$ cat src/hdl/free_region_subtractor_defines.svh
// Assertion macros for the free region subtractor.
// Included by the top level; expects clk and rst_n in the including scope.
// With SYNTH defined the macros expand to nothing.
`ifndef FREE_REGION_SUBTRACTOR_DEFINES_SVH
`define FREE_REGION_SUBTRACTOR_DEFINES_SVH

`ifndef SYNTH

// The consequent must hold in the same cycle as the antecedent.
`define FRS_ASSERT_IMPLY(lbl, ante, cons) \
    lbl: assert property (@(posedge clk) disable iff (!rst_n) (ante) |-> (cons)) \
        else $error("free_region_subtractor: same-cycle check failed");

// The consequent must hold in the cycle after the antecedent.
`define FRS_ASSERT_NEXT(lbl, ante, cons) \
    lbl: assert property (@(posedge clk) disable iff (!rst_n) (ante) |=> (cons)) \
        else $error("free_region_subtractor: next-cycle check failed");

`else

`define FRS_ASSERT_IMPLY(lbl, ante, cons)
`define FRS_ASSERT_NEXT(lbl, ante, cons)

`endif

`endif

$ cat src/hdl/frs_pkg.sv
// Shared types and constants for the free region subtractor.
// Used by the front end, the back end and the top level; depends on nothing.
`default_nettype none

package frs_pkg;

    // Field widths of addresses, sizes and exact range ends.
    localparam int ADDR_W   = 48;
    localparam int SIZE_W   = 49;
    localparam int END_W    = 50;
    localparam int ACTION_W = 2;

    // Default table depth.
    localparam int MAX_REGIONS_DEF = 16;

    // One past the highest address, as a size.
    localparam logic [SIZE_W-1:0] ADDR_TOP = {1'b1, {ADDR_W{1'b0}}};

    // Action codes carried on the input channel.
    localparam logic [ACTION_W-1:0] ACT_ADD  = 2'd0;
    localparam logic [ACTION_W-1:0] ACT_SUB  = 2'd1;
    localparam logic [ACTION_W-1:0] ACT_READ = 2'd2;

    // Command kinds after classification by the front end.
    localparam logic [1:0] KIND_NOP  = 2'd0;
    localparam logic [1:0] KIND_ADD  = 2'd1;
    localparam logic [1:0] KIND_SUB  = 2'd2;
    localparam logic [1:0] KIND_READ = 2'd3;

    // A classified command as it waits in the queue.
    typedef struct packed {
        logic [1:0]        kind;
        logic [ADDR_W-1:0] base;
        logic [SIZE_W-1:0] size;
        logic [END_W-1:0]  range_end;
    } frs_cmd_t;

    // One table row.
    typedef struct packed {
        logic [ADDR_W-1:0] base;
        logic [SIZE_W-1:0] size;
    } frs_region_t;

    // Status flags of a result, entry_valid in the lowest bit.
    typedef struct packed {
        logic add_rejected;
        logic split_dropped;
        logic entry_valid;
    } frs_flags_t;

endpackage

`default_nettype wire

$ cat src/hdl/frs_front.sv
// Front end: accepts input transfers, classifies them and queues the commands.
// Depends on frs_pkg for the command type and the action codes.
`default_nettype none

module frs_front #(
    parameter int MAX_REGIONS = frs_pkg::MAX_REGIONS_DEF
) (
    input  wire logic                             clk,
    input  wire logic                             rst_n,
    input  wire logic                             in_valid,
    output logic                                  in_ready,
    input  wire logic [frs_pkg::ACTION_W-1:0]     in_action,
    input  wire logic [frs_pkg::ADDR_W-1:0]       in_base,
    input  wire logic [frs_pkg::SIZE_W-1:0]       in_size,
    input  wire logic [$clog2(MAX_REGIONS)-1:0]   in_index,
    output logic                                  cmd_valid,
    output frs_pkg::frs_cmd_t                     cmd,
    output logic      [$clog2(MAX_REGIONS)-1:0]   cmd_index,
    input  wire logic                             cmd_pop
);

    import frs_pkg::*;

    localparam int IDX_W = $clog2(MAX_REGIONS);

    frs_cmd_t          q_cmd_reg [2];
    logic [IDX_W-1:0]  q_idx_reg [2];
    logic              wr_ptr_reg, wr_ptr_next;
    logic              rd_ptr_reg, rd_ptr_next;
    logic [1:0]        fill_reg, fill_next;

    frs_cmd_t          cmd_in;
    logic [SIZE_W-1:0] room;
    logic              push;

    // Classify the item and work out the exact end of its range.
    always_comb
    begin
        room             = ADDR_TOP - SIZE_W'(in_base);
        cmd_in.base      = in_base;
        cmd_in.size      = in_size;
        cmd_in.range_end = END_W'(in_base) + END_W'(in_size);
        case (in_action)
            ACT_ADD:
            begin
                cmd_in.kind = KIND_ADD;
                // A region may not reach past the top of the address space.
                if (in_size > room)
                begin
                    cmd_in.size = room;
                end
            end
            ACT_SUB:  cmd_in.kind = (in_size == '0) ? KIND_NOP : KIND_SUB;
            ACT_READ: cmd_in.kind = KIND_READ;
            default:  cmd_in.kind = KIND_NOP;
        endcase
    end

    // Two-entry command queue.
    assign in_ready  = (fill_reg != 2'd2);
    assign push      = in_valid && in_ready;
    assign cmd_valid = (fill_reg != 2'd0);
    assign cmd       = q_cmd_reg[rd_ptr_reg];
    assign cmd_index = q_idx_reg[rd_ptr_reg];

    always_comb
    begin
        wr_ptr_next = push ? ~wr_ptr_reg : wr_ptr_reg;
        rd_ptr_next = cmd_pop ? ~rd_ptr_reg : rd_ptr_reg;
        fill_next   = fill_reg;
        if (push && !cmd_pop)
        begin
            fill_next = fill_reg + 2'd1;
        end
        else if (!push && cmd_pop)
        begin
            fill_next = fill_reg - 2'd1;
        end
    end

    always_ff @(posedge clk or negedge rst_n)
    begin
        if (!rst_n)
        begin
            wr_ptr_reg <= 1'b0;
            rd_ptr_reg <= 1'b0;
            fill_reg   <= 2'd0;
        end
        else
        begin
            wr_ptr_reg <= wr_ptr_next;
            rd_ptr_reg <= rd_ptr_next;
            fill_reg   <= fill_next;
        end
    end

    // Queue payload needs no reset.
    always_ff @(posedge clk)
    begin
        if (push)
        begin
            q_cmd_reg[wr_ptr_reg] <= cmd_in;
            q_idx_reg[wr_ptr_reg] <= in_index;
        end
    end

endmodule

`default_nettype wire

$ cat config.mk
export PLATFORM = sky130hd
export DESIGN_NAME = frs_front
export DESIGN_NICKNAME = d
export VERILOG_FILES = /design/src/hdl/free_region_subtractor_defines.svh /design/src/hdl/frs_pkg.sv /design/src/hdl/frs_front.sv
export SDC_FILE = /design/constraint.sdc
export NUM_CORES = 1
export LEC_CHECK = 0
export ABC_AREA = 1
export BUFFER_PORTS_ARGS = -buffer_cell sky130_fd_sc_hd__buf_2
export CAP_MARGIN = 25
export CORE_MARGIN = 8
export CORE_UTILIZATION = 60
export CTS_BUF_LIST = sky130_fd_sc_hd__clkbuf_16
export CTS_CLUSTER_DIAMETER = 150
export CTS_CLUSTER_SIZE = 8
export DETAILED_ROUTE_END_ITERATION = 7
export PLACE_DENSITY = 0.81
export SLEW_MARGIN = 30
export SYNTH_ARGS = -nofsm -noshare
export SYNTH_HDL_FRONTEND = slang
export SYNTH_SLANG_ARGS = --single-unit
$ cat constraint.sdc
create_clock -name clk -period 14.2 [get_ports clk]
set_clock_uncertainty 0.1 [all_clocks]
set_input_delay 2.13 -clock clk [delete_from_list [all_inputs] [get_ports clk]]
set_output_delay 2.13 -clock clk [all_outputs]
set_load 0.05 [all_outputs]
==> metrics.log <==
[metrics] reg-to-reg startpoint: fill_reg[0]
[metrics] proportion of register bits with asynchronous set or reset after synthesis: 0.0129
[metrics] part of the total power dissipated in the clock network: 0.224
[metrics] worst setup slack before clock tree synthesis: 7.96 ns
[metrics] die width: approximately 190 um
[metrics] slew margin rel.: 0.328
[metrics] number of buffers created by CTS: 44
[metrics] detailed-router iteration count before antenna repair: 5
[metrics] series of cell instances along the critical path: buf_2, inv_1, ha_1, nand2_4, nor2_8, nand3_4, nor2_4, nand3_2, nor2_1, nand3_1, nor2_2, inv_1, ha_1, nand2_1, nor2_1, nand3_1, nor3_1, nand2_1, nand3_2, buf_4, nand3_1, nand2_1
[metrics] Leak: around 9.3 nW
[metrics] number of distinct standard cells referenced by the synthesized netlist: 43
[metrics] critical path data arrival time: ~5.9 ns
[metrics] max-capacitance violation count: 0
[metrics] top metal layer carrying routed signals: met4
[metrics] vias per cell: between 5 and 6
[metrics] total clock sinks: 310
[metrics] sequential fraction of the synthesis area: 0.500
[metrics] DRT iter0 DRCs: between 1000 and 1500
[metrics] cells taking the most area after synthesis: edfxtp_1, mux2_2, nand2_1, ha_1, inv_1
[metrics] commonest non-fill, non-tap cell in the layout: nand2_1
[metrics] DR WL met2: between 20000 and 30000 um
[metrics] kind of launch point of the worst setup path: input pin
[metrics] fraction of final layout cells with drive strength greater than 1: 0.233
[metrics] Slew @ Worst Pin: slightly above 1 ns
[metrics] post-synthesis cell count: approximately 1900
[metrics] Cells on Worst Hold Path: 1
[metrics] total power: 4.02 mW
[metrics] worst reg2reg path depth: 5
[metrics] overflow left after global routing: 0
[metrics] number of flops mapped to enable cells by yosys: slightly above 300
[metrics] y dimension of the die: ~190 um
[metrics] clock period minus final worst setup slack: 5.58 ns
[metrics] WS Path Type: input pin to flop
[metrics] post-route met1 wirelength: approximately 24000 um
[metrics] ratio of final minimum period to clock period: 0.393
[metrics] highest-count cells in the layout ignoring fill and taps: nand2_1, edfxtp_1, buf_2
[metrics] buffer levels on the longest clock path: 3
[metrics] initial cell density of the core: 0.609
[metrics] total non-filler cell area in the finished layout: 21500 um^2
[metrics] delay of the slowest cell on the worst path: between 0.4 and 0.5 ns
[metrics] number of flip-flops under the largest register name: between 200 and 300
[metrics] Synth Area per Inst: slightly below 10 um^2
[metrics] largest fanout on the critical path: slightly below 50
[metrics] average wire per cell in the routed design: 22.7 um
[metrics] global-route usage over all layers: 0.315
[metrics] Final #Nets: about 2400
[metrics] Die Outline Area: ~37000 um^2
[metrics] Area after DPL: 20300 um^2
[metrics] GP Congestion: about 0.94
[metrics] Post-CTS Hold Buffers: 0
[metrics] switching component of the power: 1.74 mW
[metrics] H-tree depth: 2
[metrics] Mapped Nets: about 2100
[metrics] clock tree root buffer cell: clkbuf_16
[metrics] end of the worst register-to-register path: q_cmd_reg[0][5]
[metrics] ratio of total power to cell area: between 150 and 200 nW/um^2
[metrics] number of global-route vias before repair: around 15000
[metrics] type of element capturing the critical path: flop
[metrics] number of buffers added on ports: 261
[metrics] register-to-register setup slack: between 10 and 15 ns
[metrics] fill cell count: ~2300
[metrics] result of the run: finished, final reports clean
[metrics] first-pass GRT wire length: between 80000 and 90000 um
[metrics] unrepaired setup endpoints after global routing: false
[metrics] largest area contributor in the netlist: edfxtp_1
[metrics] cell at the slowest stage of the critical path: buf_4
[metrics] relative contribution of sequential cells to total power: 0.336
[metrics] core region area: around 31000 um^2
[metrics] final setup margin: about 8.6 ns
[metrics] row count: 64
[metrics] aggregate negative setup slack: 0 ns
[metrics] area of the multi-input gates: 8290 um^2
[metrics] remaining routing DRC violations: 0
[metrics] final wirelength: roughly 59000 um
[metrics] Met3 Wirelength: 5590 um
[metrics] relative area change from synthesis to final layout: 15.7%
[metrics] Setup Viol. Count Final: 0
[metrics] post-synthesis instance area: about 19000 um^2
[metrics] Peak supply drop: ~0.00024 V
[metrics] share of the synthesized area in the top cell type: 0.495
[metrics] TritonCTS clock tree: built
[metrics] final hold slack: about 0.38 ns
[metrics] I/O pin total: around 260
[metrics] number of gates resized after CTS: 0
[metrics] clock latency on the worst-skew pair: between 0.5 and 0.6 ns
[metrics] largest net degree at the start of global routing: 71
[metrics] required time of the critical path: between 10 and 15 ns
[metrics] synth warn: 0
[metrics] hpwl dp: between 40000 and 50000 um
[metrics] launch point of the worst path: in_base[1]
[metrics] most used flip-flop cell after synthesis: edfxtp_1
[metrics] number of antenna violations at the first check in global routing: 3
[metrics] count of vias placed by the detailed router: roughly 15000
[metrics] residual antenna-violating net count after detailed routing: 0
[metrics] capture point of the critical path: q_cmd_reg[1][64]
[metrics] clock slew at the register clock pins of the worst setup and hold paths: around 0.040 ns
[metrics] fmax: ~180 MHz
[metrics] area used by sequential logic in the layout: approximately 9300 um^2
[metrics] internal power contribution: approximately 2.3 mW
[metrics] share of total power in combinational logic: 0.440
[metrics] flops & latches, synth: 310
[metrics] Max Transition Viols Final: 0
[metrics] Sw Share: 0.433
[metrics] Post CTS Setup Buffer Count: 0
[metrics] final hold violation count: 0
[metrics] path type of the worst min-delay path: flop to flop
==> synthesized netlist by cell type, drive strengths merged (9+ instances only) <==
library cell    n
a21o            9
a21oi          91
buf            20
clkbuf         12
edfxtp        306
ha             99
inv           224
mux2          153
nand2         444
nand3         119
nand3b         15
nand4          36
nor2          211
nor3           23
nor4           16
o21ai          48
o21bai          9
xnor2           9
xor2           55
==> critical path, delay by kind of cell <==
family,cells,cell delay [ns]
fa+ha+maj,2,0.67
buf+inv,4,0.85
simple gates,16,2.17
==> power groups by stage <==
| stage | logic (mW) | registers, mW | clock network (mW) |
|---|---|---|---|
| 2_1_floorplan | 1.35 | 1.38 | 0 |
| 3_5_place_dp | 1.75 | 1.36 | 0 |
| 5_1_grt | 1.85 | 1.36 | 0.948 |
| 6_report | 1.77 | 1.35 | 0.901 |
| 4_1_cts | 1.77 | 1.35 | 0.914 |
| 3_3_place_gp | 1.74 | 1.35 | 0 |
==> worst min-delay path by stage <==
stage                     start  slack (ns)           to
global route        fill_reg[0]        0.40  fill_reg[0]
finish              fill_reg[0]        0.38  fill_reg[0]
CTS                 fill_reg[0]        0.39  fill_reg[0]
detailed placement  fill_reg[0]        0.37  fill_reg[0]
floorplan           fill_reg[0]        0.35  fill_reg[0]
global placement    fill_reg[0]        0.36  fill_reg[0]
==> cell families after synthesis <==
group,Yosys count,share of synthesized area
AND/OR/NAND/NOR,866,0.204
multiplexers,153,0.0927
AO/OA/AOI/OAI,169,0.0504
buffers and inverters,256,0.0549
flip-flops,310,0.500
adder cells (fa/ha/maj),100,0.0677
XOR/XNOR,64,0.0302
==> per-layer routing <==
metal  up-vias  global-route usage
met5         -                   0
met4         0               0.113
met3       122              0.0545
met2       761               0.526
met1      7267               0.410
li1       7137                   -
==> area by class of cell <==
class	count	area share
Sequential cell	310	0.432
Clock buffer	44	0.0512
Multi-Input combinational cell	1352	0.386
Clock inverter	13	0.00309
Antenna cell	3	0.000349
Inverter	224	0.0391
Tap cell	396	0.0231
Timing Repair Buffer	270	0.0649
==> per-stage QoR <==
stage,utilization,cells
floorplan,-,1918
global placement,0.665,2551
detailed placement,0.665,2551
CTS,0.703,2608
global route,0.704,2612
finish,0.704,2612
Power figures use the tool's default switching activity.
