[src/hdl/free_region_subtractor_defines.svh]
// Assertion macros for the free region subtractor.
// Included by the top level; expects clk and rst_n in the including scope.
// With SYNTH defined the macros expand to nothing.
`ifndef FREE_REGION_SUBTRACTOR_DEFINES_SVH
`define FREE_REGION_SUBTRACTOR_DEFINES_SVH

`ifndef SYNTH

// The consequent must hold in the same cycle as the antecedent.
`define FRS_ASSERT_IMPLY(lbl, ante, cons) \
    lbl: assert property (@(posedge clk) disable iff (!rst_n) (ante) |-> (cons)) \
        else $error("free_region_subtractor: same-cycle check failed");

// The consequent must hold in the cycle after the antecedent.
`define FRS_ASSERT_NEXT(lbl, ante, cons) \
    lbl: assert property (@(posedge clk) disable iff (!rst_n) (ante) |=> (cons)) \
        else $error("free_region_subtractor: next-cycle check failed");

`else

`define FRS_ASSERT_IMPLY(lbl, ante, cons)
`define FRS_ASSERT_NEXT(lbl, ante, cons)

`endif

`endif

[src/hdl/frs_pkg.sv]
// Shared types and constants for the free region subtractor.
// Used by the front end, the back end and the top level; depends on nothing.
`default_nettype none

package frs_pkg;

    // Field widths of addresses, sizes and exact range ends.
    localparam int ADDR_W   = 48;
    localparam int SIZE_W   = 49;
    localparam int END_W    = 50;
    localparam int ACTION_W = 2;

    // Default table depth.
    localparam int MAX_REGIONS_DEF = 16;

    // One past the highest address, as a size.
    localparam logic [SIZE_W-1:0] ADDR_TOP = {1'b1, {ADDR_W{1'b0}}};

    // Action codes carried on the input channel.
    localparam logic [ACTION_W-1:0] ACT_ADD  = 2'd0;
    localparam logic [ACTION_W-1:0] ACT_SUB  = 2'd1;
    localparam logic [ACTION_W-1:0] ACT_READ = 2'd2;

    // Command kinds after classification by the front end.
    localparam logic [1:0] KIND_NOP  = 2'd0;
    localparam logic [1:0] KIND_ADD  = 2'd1;
    localparam logic [1:0] KIND_SUB  = 2'd2;
    localparam logic [1:0] KIND_READ = 2'd3;

    // A classified command as it waits in the queue.
    typedef struct packed {
        logic [1:0]        kind;
        logic [ADDR_W-1:0] base;
        logic [SIZE_W-1:0] size;
        logic [END_W-1:0]  range_end;
    } frs_cmd_t;

    // One table row.
    typedef struct packed {
        logic [ADDR_W-1:0] base;
        logic [SIZE_W-1:0] size;
    } frs_region_t;

    // Status flags of a result, entry_valid in the lowest bit.
    typedef struct packed {
        logic add_rejected;
        logic split_dropped;
        logic entry_valid;
    } frs_flags_t;

endpackage

`default_nettype wire

[src/hdl/frs_ram.sv]
// Generic simple dual-port RAM: one write port, one read port, registered read data.
// Stand-alone; no package dependency.
`default_nettype none

module frs_ram #(
    parameter int WIDTH = 8,
    parameter int DEPTH = 16
) (
    input  wire logic                     clk,
    input  wire logic                     we,
    input  wire logic [$clog2(DEPTH)-1:0] waddr,
    input  wire logic [WIDTH-1:0]         wdata,
    input  wire logic                     re,
    input  wire logic [$clog2(DEPTH)-1:0] raddr,
    output logic      [WIDTH-1:0]         rdata
);

    logic [WIDTH-1:0] mem_reg [DEPTH];
    logic [WIDTH-1:0] rdata_reg;

    // Write port.
    always_ff @(posedge clk)
    begin
        if (we)
        begin
            mem_reg[waddr] <= wdata;
        end
    end

    // Read port; the data holds until the next read.
    always_ff @(posedge clk)
    begin
        if (re)
        begin
            rdata_reg <= mem_reg[raddr];
        end
    end

    assign rdata = rdata_reg;

endmodule

`default_nettype wire

[src/hdl/frs_back.sv]
// Back end: carries out queued commands on the region table and holds the result register.
// Depends on frs_pkg and on frs_ram for the table and the store of split upper parts.
`default_nettype none

module frs_back #(
    parameter int MAX_REGIONS = frs_pkg::MAX_REGIONS_DEF
) (
    input  wire logic                                  clk,
    input  wire logic                                  rst_n,
    input  wire logic                                  cmd_valid,
    input  wire frs_pkg::frs_cmd_t                     cmd,
    input  wire logic [$clog2(MAX_REGIONS)-1:0]        cmd_index,
    output logic                                       cmd_pop,
    output logic                                       m_valid,
    input  wire logic                                  m_ready,
    output logic      [$clog2(MAX_REGIONS+1)-1:0]      m_count,
    output logic      [frs_pkg::ADDR_W-1:0]            m_base,
    output logic      [frs_pkg::SIZE_W-1:0]            m_size,
    output frs_pkg::frs_flags_t                        m_flags
);

    import frs_pkg::*;

    localparam int IDX_W = $clog2(MAX_REGIONS);
    localparam int CNT_W = $clog2(MAX_REGIONS + 1);
    localparam int ROW_W = $bits(frs_region_t);
    localparam logic [CNT_W-1:0] MAX_CNT = CNT_W'(MAX_REGIONS);
    localparam logic [CNT_W-1:0] ONE     = CNT_W'(1);

    localparam logic [2:0] ST_IDLE      = 3'd0;
    localparam logic [2:0] ST_RD_WAIT   = 3'd1;
    localparam logic [2:0] ST_SCAN_RD   = 3'd2;
    localparam logic [2:0] ST_SCAN_EVAL = 3'd3;
    localparam logic [2:0] ST_SCAN_ACT  = 3'd4;
    localparam logic [2:0] ST_COPY_RD   = 3'd5;
    localparam logic [2:0] ST_COPY_WR   = 3'd6;
    localparam logic [2:0] ST_DONE      = 3'd7;

    logic [2:0]        state_reg, state_next;
    logic [CNT_W-1:0]  count_reg, count_next;
    logic [CNT_W-1:0]  rptr_reg, rptr_next;
    logic [CNT_W-1:0]  wptr_reg, wptr_next;
    logic [CNT_W-1:0]  aptr_reg, aptr_next;
    logic [CNT_W-1:0]  cptr_reg, cptr_next;
    frs_cmd_t          cmd_reg, cmd_next;
    logic [ADDR_W-1:0] cur_base_reg, cur_base_next;
    logic [SIZE_W-1:0] cur_size_reg, cur_size_next;
    logic [END_W-1:0]  cur_end_reg, cur_end_next;
    logic [ADDR_W-1:0] res_base_reg, res_base_next;
    logic [SIZE_W-1:0] res_size_reg, res_size_next;
    frs_flags_t        res_flags_reg, res_flags_next;
    logic              out_valid_reg, out_valid_next;
    logic [CNT_W-1:0]  out_count_reg, out_count_next;
    logic [ADDR_W-1:0] out_base_reg, out_base_next;
    logic [SIZE_W-1:0] out_size_reg, out_size_next;
    frs_flags_t        out_flags_reg, out_flags_next;

    // Table and split store ports.
    logic              tab_we, tab_re, app_we, app_re;
    logic [IDX_W-1:0]  tab_waddr, tab_raddr, app_waddr, app_raddr;
    frs_region_t       tab_wdata, app_wdata;
    logic [ROW_W-1:0]  tab_rdata, app_rdata;
    frs_region_t       tab_row, app_row;

    // Overlap decision terms.
    logic [END_W-1:0]  rng_lo, cur_lo, lo_part, hi_part;
    logic              no_overlap, hit_start, hit_end;
    logic [CNT_W:0]    live_count;
    logic [CNT_W-1:0]  rptr_inc, cptr_inc;

    frs_ram #(
        .WIDTH(ROW_W),
        .DEPTH(MAX_REGIONS)
    ) u_table (
        .clk   (clk),
        .we    (tab_we),
        .waddr (tab_waddr),
        .wdata (tab_wdata),
        .re    (tab_re),
        .raddr (tab_raddr),
        .rdata (tab_rdata)
    );

    frs_ram #(
        .WIDTH(ROW_W),
        .DEPTH(MAX_REGIONS)
    ) u_split_store (
        .clk   (clk),
        .we    (app_we),
        .waddr (app_waddr),
        .wdata (app_wdata),
        .re    (app_re),
        .raddr (app_raddr),
        .rdata (app_rdata)
    );

    assign tab_row = tab_rdata;
    assign app_row = app_rdata;

    // Compare the current entry against the reserved range.
    always_comb
    begin
        rng_lo     = END_W'(cmd_reg.base);
        cur_lo     = END_W'(cur_base_reg);
        no_overlap = (cur_end_reg <= rng_lo) || (cmd_reg.range_end <= cur_lo);
        hit_start  = (rng_lo <= cur_lo);
        hit_end    = (cmd_reg.range_end >= cur_end_reg);
        lo_part    = rng_lo - cur_lo;
        hi_part    = cur_end_reg - cmd_reg.range_end;
        // Entries the table would hold now, the current one included.
        live_count = (CNT_W+1)'(wptr_reg) + (CNT_W+1)'(count_reg) - (CNT_W+1)'(rptr_reg)
                   + (CNT_W+1)'(aptr_reg);
        rptr_inc   = rptr_reg + ONE;
        cptr_inc   = cptr_reg + ONE;
    end

    assign cmd_pop = (state_reg == ST_IDLE) && cmd_valid;

    // Command sequencer.
    always_comb
    begin
        state_next     = state_reg;
        count_next     = count_reg;
        rptr_next      = rptr_reg;
        wptr_next      = wptr_reg;
        aptr_next      = aptr_reg;
        cptr_next      = cptr_reg;
        cmd_next       = cmd_reg;
        cur_base_next  = cur_base_reg;
        cur_size_next  = cur_size_reg;
        cur_end_next   = cur_end_reg;
        res_base_next  = res_base_reg;
        res_size_next  = res_size_reg;
        res_flags_next = res_flags_reg;
        out_valid_next = out_valid_reg;
        out_count_next = out_count_reg;
        out_base_next  = out_base_reg;
        out_size_next  = out_size_reg;
        out_flags_next = out_flags_reg;
        tab_we         = 1'b0;
        tab_waddr      = wptr_reg[IDX_W-1:0];
        tab_wdata      = '{base: cur_base_reg, size: cur_size_reg};
        tab_re         = 1'b0;
        tab_raddr      = rptr_reg[IDX_W-1:0];
        app_we         = 1'b0;
        app_waddr      = aptr_reg[IDX_W-1:0];
        app_wdata      = '{base: cmd_reg.range_end[ADDR_W-1:0], size: hi_part[SIZE_W-1:0]};
        app_re         = 1'b0;
        app_raddr      = cptr_reg[IDX_W-1:0];

        // The result register empties when its transfer completes.
        if (out_valid_reg && m_ready)
        begin
            out_valid_next = 1'b0;
        end

        case (state_reg)
            ST_IDLE:
            begin
                if (cmd_valid)
                begin
                    cmd_next       = cmd;
                    res_base_next  = '0;
                    res_size_next  = '0;
                    res_flags_next = '0;
                    rptr_next      = '0;
                    wptr_next      = '0;
                    aptr_next      = '0;
                    state_next     = ST_DONE;
                    case (cmd.kind)
                        KIND_ADD:
                        begin
                            if (count_reg < MAX_CNT)
                            begin
                                tab_we     = 1'b1;
                                tab_waddr  = count_reg[IDX_W-1:0];
                                tab_wdata  = '{base: cmd.base, size: cmd.size};
                                count_next = count_reg + ONE;
                            end
                            else
                            begin
                                res_flags_next.add_rejected = 1'b1;
                            end
                        end
                        KIND_SUB:
                        begin
                            if (count_reg != '0)
                            begin
                                state_next = ST_SCAN_RD;
                            end
                        end
                        KIND_READ:
                        begin
                            if (CNT_W'(cmd_index) < count_reg)
                            begin
                                tab_re     = 1'b1;
                                tab_raddr  = cmd_index;
                                state_next = ST_RD_WAIT;
                            end
                        end
                        default:
                        begin
                            state_next = ST_DONE;
                        end
                    endcase
                end
            end

            ST_RD_WAIT:
            begin
                res_base_next              = tab_row.base;
                res_size_next              = tab_row.size;
                res_flags_next.entry_valid = 1'b1;
                state_next                 = ST_DONE;
            end

            ST_SCAN_RD:
            begin
                tab_re     = 1'b1;
                state_next = ST_SCAN_EVAL;
            end

            ST_SCAN_EVAL:
            begin
                cur_base_next = tab_row.base;
                cur_size_next = tab_row.size;
                cur_end_next  = END_W'(tab_row.base) + END_W'(tab_row.size);
                state_next    = ST_SCAN_ACT;
            end

            ST_SCAN_ACT:
            begin
                // Keep, trim or split the entry; a fully covered one is not written back.
                if (no_overlap)
                begin
                    tab_we    = 1'b1;
                    wptr_next = wptr_reg + ONE;
                end
                else if (hit_start && !hit_end)
                begin
                    tab_we    = 1'b1;
                    tab_wdata = '{base: cmd_reg.range_end[ADDR_W-1:0],
                                  size: hi_part[SIZE_W-1:0]};
                    wptr_next = wptr_reg + ONE;
                end
                else if (!hit_start)
                begin
                    tab_we    = 1'b1;
                    tab_wdata = '{base: cur_base_reg, size: lo_part[SIZE_W-1:0]};
                    wptr_next = wptr_reg + ONE;
                    // A middle hit leaves an upper part for the end of the table.
                    if (!hit_end)
                    begin
                        if (live_count < (CNT_W+1)'(MAX_REGIONS))
                        begin
                            app_we    = 1'b1;
                            aptr_next = aptr_reg + ONE;
                        end
                        else
                        begin
                            res_flags_next.split_dropped = 1'b1;
                        end
                    end
                end

                rptr_next = rptr_inc;
                if (rptr_inc < count_reg)
                begin
                    tab_re     = 1'b1;
                    tab_raddr  = rptr_inc[IDX_W-1:0];
                    state_next = ST_SCAN_EVAL;
                end
                else if (aptr_next != '0)
                begin
                    cptr_next  = '0;
                    state_next = ST_COPY_RD;
                end
                else
                begin
                    count_next = wptr_next;
                    state_next = ST_DONE;
                end
            end

            ST_COPY_RD:
            begin
                app_re     = 1'b1;
                state_next = ST_COPY_WR;
            end

            ST_COPY_WR:
            begin
                // Move the split upper parts behind the compacted entries.
                tab_we    = 1'b1;
                tab_wdata = app_row;
                wptr_next = wptr_reg + ONE;
                cptr_next = cptr_inc;
                if (cptr_inc < aptr_reg)
                begin
                    app_re    = 1'b1;
                    app_raddr = cptr_inc[IDX_W-1:0];
                end
                else
                begin
                    count_next = wptr_reg + ONE;
                    state_next = ST_DONE;
                end
            end

            ST_DONE:
            begin
                if (!out_valid_reg || m_ready)
                begin
                    out_valid_next = 1'b1;
                    out_count_next = count_reg;
                    out_base_next  = res_base_reg;
                    out_size_next  = res_size_reg;
                    out_flags_next = res_flags_reg;
                    state_next     = ST_IDLE;
                end
            end

            default:
            begin
                state_next = ST_IDLE;
            end
        endcase
    end

    // Control state.
    always_ff @(posedge clk or negedge rst_n)
    begin
        if (!rst_n)
        begin
            state_reg     <= ST_IDLE;
            count_reg     <= '0;
            out_valid_reg <= 1'b0;
        end
        else
        begin
            state_reg     <= state_next;
            count_reg     <= count_next;
            out_valid_reg <= out_valid_next;
        end
    end

    // Pointers and payload.
    always_ff @(posedge clk)
    begin
        rptr_reg      <= rptr_next;
        wptr_reg      <= wptr_next;
        aptr_reg      <= aptr_next;
        cptr_reg      <= cptr_next;
        cmd_reg       <= cmd_next;
        cur_base_reg  <= cur_base_next;
        cur_size_reg  <= cur_size_next;
        cur_end_reg   <= cur_end_next;
        res_base_reg  <= res_base_next;
        res_size_reg  <= res_size_next;
        res_flags_reg <= res_flags_next;
        out_count_reg <= out_count_next;
        out_base_reg  <= out_base_next;
        out_size_reg  <= out_size_next;
        out_flags_reg <= out_flags_next;
    end

    assign m_valid = out_valid_reg;
    assign m_count = out_count_reg;
    assign m_base  = out_base_reg;
    assign m_size  = out_size_reg;
    assign m_flags = out_flags_reg;

endmodule

`default_nettype wire

[config.mk]
export PLATFORM = sky130hd
export DESIGN_NAME = frs_back
export DESIGN_NICKNAME = d
export VERILOG_FILES = /design/src/hdl/free_region_subtractor_defines.svh /design/src/hdl/frs_pkg.sv /design/src/hdl/frs_ram.sv /design/src/hdl/frs_back.sv
export SDC_FILE = /design/constraint.sdc
export NUM_CORES = 2
export LEC_CHECK = 0
export BUFFER_PORTS_ARGS = -buffer_cell sky130_fd_sc_hd__buf_2
export CAP_MARGIN = 10
export CORE_MARGIN = 4
export CORE_UTILIZATION = 63
export CTS_CLUSTER_SIZE = 14
export DETAILED_ROUTE_END_ITERATION = 7
export PLACE_DENSITY = 0.86
export SLEW_MARGIN = 20
export SYNTH_ARGS = -nofsm -noshare
export SYNTH_HDL_FRONTEND = slang
export SYNTH_SLANG_ARGS = --single-unit
[constraint.sdc]
create_clock -name clk -period 14.65 [get_ports clk]
set_clock_uncertainty 0.1 [all_clocks]
set_input_delay 2.93 -clock clk [delete_from_list [all_inputs] [get_ports clk]]
set_output_delay 2.93 -clock clk [all_outputs]
set_load 0.01 [all_outputs]
==> metrics.txt <==
Worst Setup EP=u_split_store.mem_reg[9][9]$_DFFE_PP_; share of cells above drive strength 1=15.7%; Seq cells post-synth=3,777; RD Place Congestion=1.04; met2 Track Usage GR=63.9%; DP HPWL=317,000 um; Crit-path slowest cell=edfxtp_1; Critical Path Stages=13; min Tclk post-route=8110 ps; Fmax achieved=0.123 GHz; drt first-iter violations=19.1k; post-CTS setup buffers=0; Clock transition at path regs=70 ps; syn_nets=10.6k; r2r worst-path depth=13; Cell variety after synth=94; Synth Flop Type=edfxtp_1; post_cts resized=0; leakage=59.5 nW; NumNets Final=11.0k; RR Startpoint=app_wdata[94]$_DFFE_PP_; most used cell, CP=buf_4; Die Wd=508 um; CP startpoint kind=flop; GRT overflow=0; slew at the pin closest to its max-slew limit=1300 ps; maxcap violations=0; largest net degree at the start of global routing=184; initial antenna violation count=55; Max clock buf depth=4; Core Area=249,000 um^2; Synth top area share=71.9%; delay-heaviest family, CP=simple AND/OR/NAND/NOR gates; run status=finished with violations; Hold Fails Final Rpt=0; Setup crit end kind=flop; hold buffers post-CTS=0; biggest area consumer among synthesized cells=edfxtp_1; r2r setup slk=6540 ps; Die H=508 um; CP bufs+invs=3; max incr delay on CP=1070 ps; clock sinks=3,777; GR Util met1=52.0%; first-pass GRT wire length=741,000 um; Reg2Reg Capture Point=u_split_store.mem_reg[9][9]$_DFFE_PP_; Synth area leaders=edfxtp_1 72%, mux4_2 6.9%, nand2_1 3.3%; post-route ant nets=0; worst-path fanout max=47; final slew viol count=0; # IOs=264; HP Class=flop to flop; Syn Inst Count=10.1k; Final Util=70.6%; later-pin clock latency in the skew report=990 ps; number of synthesized flops with an enable pin=3,768; Warnings, synthesis=0; drt total wl=534,000 um; sequential element share of the synthesized area=72.0%; Max-Slew Margin vs Limit=13.2%; Clock Tree Root=clkbuf_16; RSZ-0062 raised after global routing=no; failing checks=DRC; drt via density=7.19; Cell Rows=183; global-route met3 utilization=11.3%; Total GRT Usage=41.0%; P&R area growth vs syn=11.5%; die area=258,000 um^2; CTS tree=yes; DRC=5; clock buffer count from CTS=379; Synth Cell Area=157,000 um^2; Avg Inst Size Synth=15.5 um^2; crit path kind=flop to flop; H-tree Lvls=5; Max VDD drop=0.355 mV; CP startpoint=app_wdata[94]$_DFFE_PP_; worst path cell trace=ha_1, a211oi_1, o21ai_0, a221oi_1, o31ai_1, a211o_1, or2_0, buf_4, nor4_1, nand2_1, nor2_4, buf_4, buf_4; number of global-route vias before repair=98.7k; asr flop ratio synth=0.238%; Tcrit/Tclk final=55.3%; setup_tns=0 ps; DRT Pass-1 Iters=8; WP data required=15,090 ps; final setup vio count=0; Critical Path AT=8550 ps; WL per Instance=37.8 um; Pwr Density=243 nW/um^2; Vias=102k; gr busiest metal=met2; Initial Util=63.3%; IO buf count=263
[Yosys cell counts (31+ instances only)]
library cell  number
edfxtp_1        3768
o221ai_1          32
a21oi_1          364
clkbuf_1         399
o21bai_1          31
xnor2_1           95
ha_1             315
a211oi_1         194
and2_1           213
a311oi_1          99
nand2_1         1391
nand4_1           43
o21ai_0          251
xor2_1            49
a21o_1            94
mux2i_1          109
buf_2            139
buf_1             35
a32oi_1          106
mux4_2           485
nor2_1           536
o22ai_1          117
and3_1            40
o21ai_1           42
nand3_1          358
a31oi_1          190
nor3_1            39
inv_1            271
[metrics by stage]
stage	instance area [um^2]	hold WS [ps]	total power (W)	setup WS, ps	instances
4_1_cts	175000	302	0.0419	6800	14077
5_1_grt	175000	315	0.0437	6450	14092
2_1_floorplan	157000	300	0.0261	2600	10125
3_3_place_gp	164000	301	0.0316	6410	13419
3_5_place_dp	164000	305	0.0323	6230	13420
6_report	176000	304	0.0426	6540	14123
[worst min-delay path by stage]
stage / start / depth (start not counted) / slack, ps / to
5_1_grt: res_size_reg[38]$_SDFFCE_PN0P_ / 0 / 320 / m_size[38]$_DFFE_PP_
4_1_cts: res_base_reg[14]$_SDFFCE_PN0P_ / 0 / 300 / m_base[14]$_DFFE_PP_
6_report: res_size_reg[38]$_SDFFCE_PN0P_ / 0 / 300 / m_size[38]$_DFFE_PP_
3_5_place_dp: res_base_reg[26]$_SDFFCE_PN0P_ / 0 / 300 / m_base[26]$_DFFE_PP_
2_1_floorplan: res_base_reg[0]$_SDFFCE_PN0P_ / 0 / 300 / m_base[0]$_DFFE_PP_
3_3_place_gp: res_base_reg[45]$_SDFFCE_PN0P_ / 0 / 300 / m_base[45]$_DFFE_PP_
[power breakdown]
| part | switching (W) | internal, W |
|---|---|---|
| logic | 0.0111 | 0.00544 |
| registers | 0.00136 | 0.0153 |
| clock network | 0.00416 | 0.00520 |
[placed cells by master (no fill, tap or decap), types with 26 or more instances in the layout]
master	n
a211oi_1	194
mux2i_1	108
clkbuf_16	383
diode_2	46
a21o_1	93
nor2_1	514
and3_1	40
nand2_1	1391
edfxtp_1	3768
xor2_1	39
ha_1	315
and2_1	202
o21ai_0	245
a31oi_1	190
nand2b_1	26
o22ai_1	115
nand4_1	43
a311oi_1	99
o221ai_1	31
xnor2_1	74
clkbuf_1	72
nor3_1	37
inv_1	268
mux4_2	485
nand3_1	358
clkinv_2	58
a32oi_1	106
o21bai_1	31
o21ai_1	45
clkinv_1	88
buf_4	252
buf_2	263
a21oi_1	330
[final cells by class]
| type | count | area, um^2 |
|---|---|---|
| sequential | 3777 | 113000 |
| timing repair buffer | 539 | 3670 |
| inverter | 271 | 1020 |
| tap | 3330 | 4170 |
| clock buffer | 455 | 9850 |
| fill | 14559 | 73100 |
| antenna | 46 | 115 |
| clock inverter | 202 | 1690 |
| multi-input combinational | 5503 | 41600 |
[kinds of logic (layout without fill, tap and decap cells)]
family	after synthesis	after routing	synth area share (%)
muxes	596	596	7.65
other	0	46	0
AOI/OAI and AO/OA	1699	1699	7.17
xor gates and xnor gates	145	145	0.812
adders and majority gates	326	326	2.64
buffers and inverters	845	1467	2.13
and+or+nand+nor	2737	2737	7.56
DFF	3777	3777	72.0
[layer usage]
metal  vias to the layer above  part of all wire (%)
li1                      39877                     -
met1                     50164                    32
met2                      9563                    47
met5                         -                 0.020
met3                      1966                    14
met4                        18                   7.5
Note: power is estimated with default switching activity, not from simulation.
